===== config.mk =====
export PLATFORM = sky130hd
export DESIGN_NAME = krfs_ram
export DESIGN_NICKNAME = d
export VERILOG_FILES = /design/src/rtl/krfs_ram.sv
export SDC_FILE = /design/constraint.sdc
export NUM_CORES = 1
export LEC_CHECK = 0
export ABC_AREA = 1
export BUFFER_PORTS_ARGS = -buffer_cell sky130_fd_sc_hd__buf_2
export CORE_MARGIN = 4
export CORE_UTILIZATION = 41
export DETAILED_ROUTE_END_ITERATION = 7
export HOLD_SLACK_MARGIN = 0.06
export SLEW_MARGIN = 20
export SYNTH_ARGS = -nofsm -noshare
export SYNTH_HDL_FRONTEND = slang
export SYNTH_SLANG_ARGS = --single-unit

===== constraint.sdc =====
create_clock -name clk -period 3 [get_ports clk]
set_input_delay 0.15 -clock clk [delete_from_list [all_inputs] [get_ports clk]]
set_output_delay 0.15 -clock clk [all_outputs]
set_load 0.05 [all_outputs]

===== src/rtl/krfs_ram.sv =====
// Generic single-write, single-read synchronous RAM with registered read data.
// No dependencies; used for the key, length and field byte stores.
module krfs_ram #(
  parameter int unsigned DEPTH = 32,
  parameter int unsigned WIDTH = 8,
  localparam int unsigned AW = (DEPTH > 1) ? $clog2(DEPTH) : 1
) (
  input  logic             clk,
  input  logic             we,
  input  logic [AW-1:0]    waddr,
  input  logic [WIDTH-1:0] wdata,
  input  logic             re,
  input  logic [AW-1:0]    raddr,
  output logic [WIDTH-1:0] rdata
);

  logic [WIDTH-1:0] mem_r [DEPTH];
  logic [WIDTH-1:0] rdata_r;

  // Write port
  always_ff @(posedge clk) begin
    if (we) mem_r[waddr] <= wdata;
  end

  // Read port, registered read data
  always_ff @(posedge clk) begin
    if (re) rdata_r <= mem_r[raddr];
  end

  assign rdata = rdata_r;

endmodule


==> metrics.txt <==
area leader, netlist=edfxtp_1; Core Area=0.02606 mm^2; Hold Fails Final Rpt=0; Setup CP Type=in2reg; buffer and inverter count on the worst path=3; ys async rst share=0%; DRC=0; DIE AREA=0.02917 mm^2; library cells used by synthesis=11; Max Slew Vio Count=0; Comb power frac=6.4%; drt pass-1 iters=5; Layout Nets=961; CTS Buffer Depth=3; # diodes=0; Seq pwr share=53.3%; switching power=1.713 mW; yosys warns=0; total wire length=25,380 um; sw frac=22.09%; crit path launch type=primary input; Area Growth Syn to Fin=10.33%; IO buf count=28; reported leakage power=4.381 nW; fmax=717.5 MHz; worst-path cell chain=buf_2, inv_2, buf_12, nand3_1, nand3_1, nand2_1, nand2_1, nand2_1, nand2_1, nand2_1; First DRT Iteration DRCs=529; CTS Buf Count=27; per-cell routed wire length=19.61 um; layout cells sized above 1=7.925%; hold_ws=0.1862 ns; clock sinks=264; Clock power frac=40.3%; FP Rows=59; vias=6,716; Synth top area share=72.95%; unrepaired setup endpoints after global routing=false; prevailing post-synth register cell=edfxtp_1; crit-path max FO=64; Pwr Density=647.1 mW/mm^2; CTS Root Cell=clkbuf_16; worst hold-check path type=in2reg; CTS clk-pin slew, worst paths=0.06 ns; final setup fails=0; CP max-delay cell=buf_12; antenna violations before repair=1; outcome=finished clean; I/O pins=29; global-route wire length before repair=38,830 um; CP top delay family=simple AND/OR/NAND/NOR gates; clk_skew=0.01010 ns; Cell Area, Synth=0.01087 mm^2; Worst Path Required=3.28 ns; Post-synth EDFFs=264; Initial Util=41.70%; Seq/Total Area, Yosys=72.95%; slowest stage delay, CP=0.31 ns; Syn Nets=943; Synth Area per Inst=11.79 um^2; Tcrit/Tclk final=46.46%; post-route minimum period=1.394 ns; total grt overflow=0; vias in the first global route=6,481; #FFs+latches synth=264; fillers=2,374; top cells by area, synth=edfxtp_1 73%, nand2_1 12%, nand3_1 9.4%; Setup crit end kind=flip-flop; Worst-Skew Late Latency=0.53 ns; Crit path arrival time=1.67 ns; gpl congestion=0.8265; Detailed Place HPWL=14,260 um; placed insts=1,244; internal power=6.044 mW; largest net degree at the start of global routing=129; post_cts resized=0; CTS tree=built; GR Util All Layers=17.46%; Slew HR=39.33%; post-synthesis cell count=922; TNS Setup=0 ns; worst-margin pin slew=0.9066 ns; Die Wd=170.8 um; Finished Layout Cells=1,294; Routed Antenna Nets=0; crit-path most repeated cell=nand2_1; chip height=170.8 um; top-count cell post-synth=nand2_1; VDD IR max=496.7 uV; H-tree levels=1; Max-cap violations=0; vias per inst=5.190; top post-synthesis cells by count=360 x nand2_1, 264 x edfxtp_1, 204 x nand3_1, 32 x nor2_1, 24 x buf_6
-- final cells by class --
type | count | area, um^2 | share of cell area (%)
sequential | 264 | 7928 | 66.12
clock buffer | 31 | 690.7 | 5.761
tap | 335 | 419.2 | 3.496
inverter | 10 | 40.04 | 0.3340
clock inverter | 17 | 123.9 | 1.033
timing repair buffer | 41 | 295.3 | 2.463
multi-input combinational | 596 | 2492 | 20.79
-- cells in the final DEF, fill, tap and decap left out, drive strengths merged --
master and count:
clkbuf 31, edfxtp 264, clkinv 15, inv 10, buf 39, nor2 32
bufinv 2, nand2 360, nand3 204, dlygate4sd3 2
-- metrics by stage --
stage	power [mW]	instance area [um^2]	util, %	setup slack [ns]
final	7.758	11990	46.01	1.606
after global routing	8.047	11990	46.01	1.507
after floorplan	4.534	10870	-	1.816
after CTS	7.814	11990	46.01	1.630
after global placement	4.706	11150	42.81	1.136
after detailed placement	4.713	11150	42.81	1.115
-- kinds of logic after synthesis --
| kind of cell | Yosys count | synth area share [%] |
|---|---|---|
| buf+inv | 62 | 4.111 |
| flops | 264 | 72.95 |
| simple gates | 596 | 22.94 |
-- final timing paths --
| check | from | endpoint | slack (ns) | depth (start not counted) |
|---|---|---|---|---|
| max reg2reg | mem_r[28][3]$_DFFE_PP_ | rdata[3]$_DFFE_PP_ | 1.63 | 8 |
| min | wdata[6] | mem_r[29][6]$_DFFE_PP_ | 0.19 | 1 |
| max | raddr[1] | rdata[3]$_DFFE_PP_ | 1.61 | 10 |
| min reg2reg | mem_r[2][0]$_DFFE_PP_ | rdata[0]$_DFFE_PP_ | 0.83 | 8 |
-- flip-flops by register name (all words and copies together) (netlist names) --
| signal | cells |
|---|---|
| mem_r | 256 |
| rdata | 8 |
-- power by group through the flow --
| stage | Clock, mW | Sequential (mW) | Combinational (mW) |
|---|---|---|---|
| after floorplan | 0 | 4.24 | 0.296 |
| after global placement | 0 | 4.21 | 0.495 |
| after detailed placement | 0 | 4.21 | 0.501 |
| after CTS | 3.18 | 4.13 | 0.505 |
| after global routing | 3.36 | 4.13 | 0.557 |
| final | 3.13 | 4.13 | 0.500 |
-- metal layers --
metal,GRT usage [%],up-vias,wire length (um)
met5,0,-,14
met4,4.583,2,459
met3,2.357,25,1272
met2,28.68,176,12340
met1,24.79,3270,11290
li1,-,3243,-
-- repair_timing --
action | 4_1_cts | 5_1_grt
hold endpoints to repair | 10 | 0
hold buffers | 2 | 0
buffers inserted | 0 | 0
setup endpoints to repair | 0 | 0
Power figures use the tool's default switching activity.
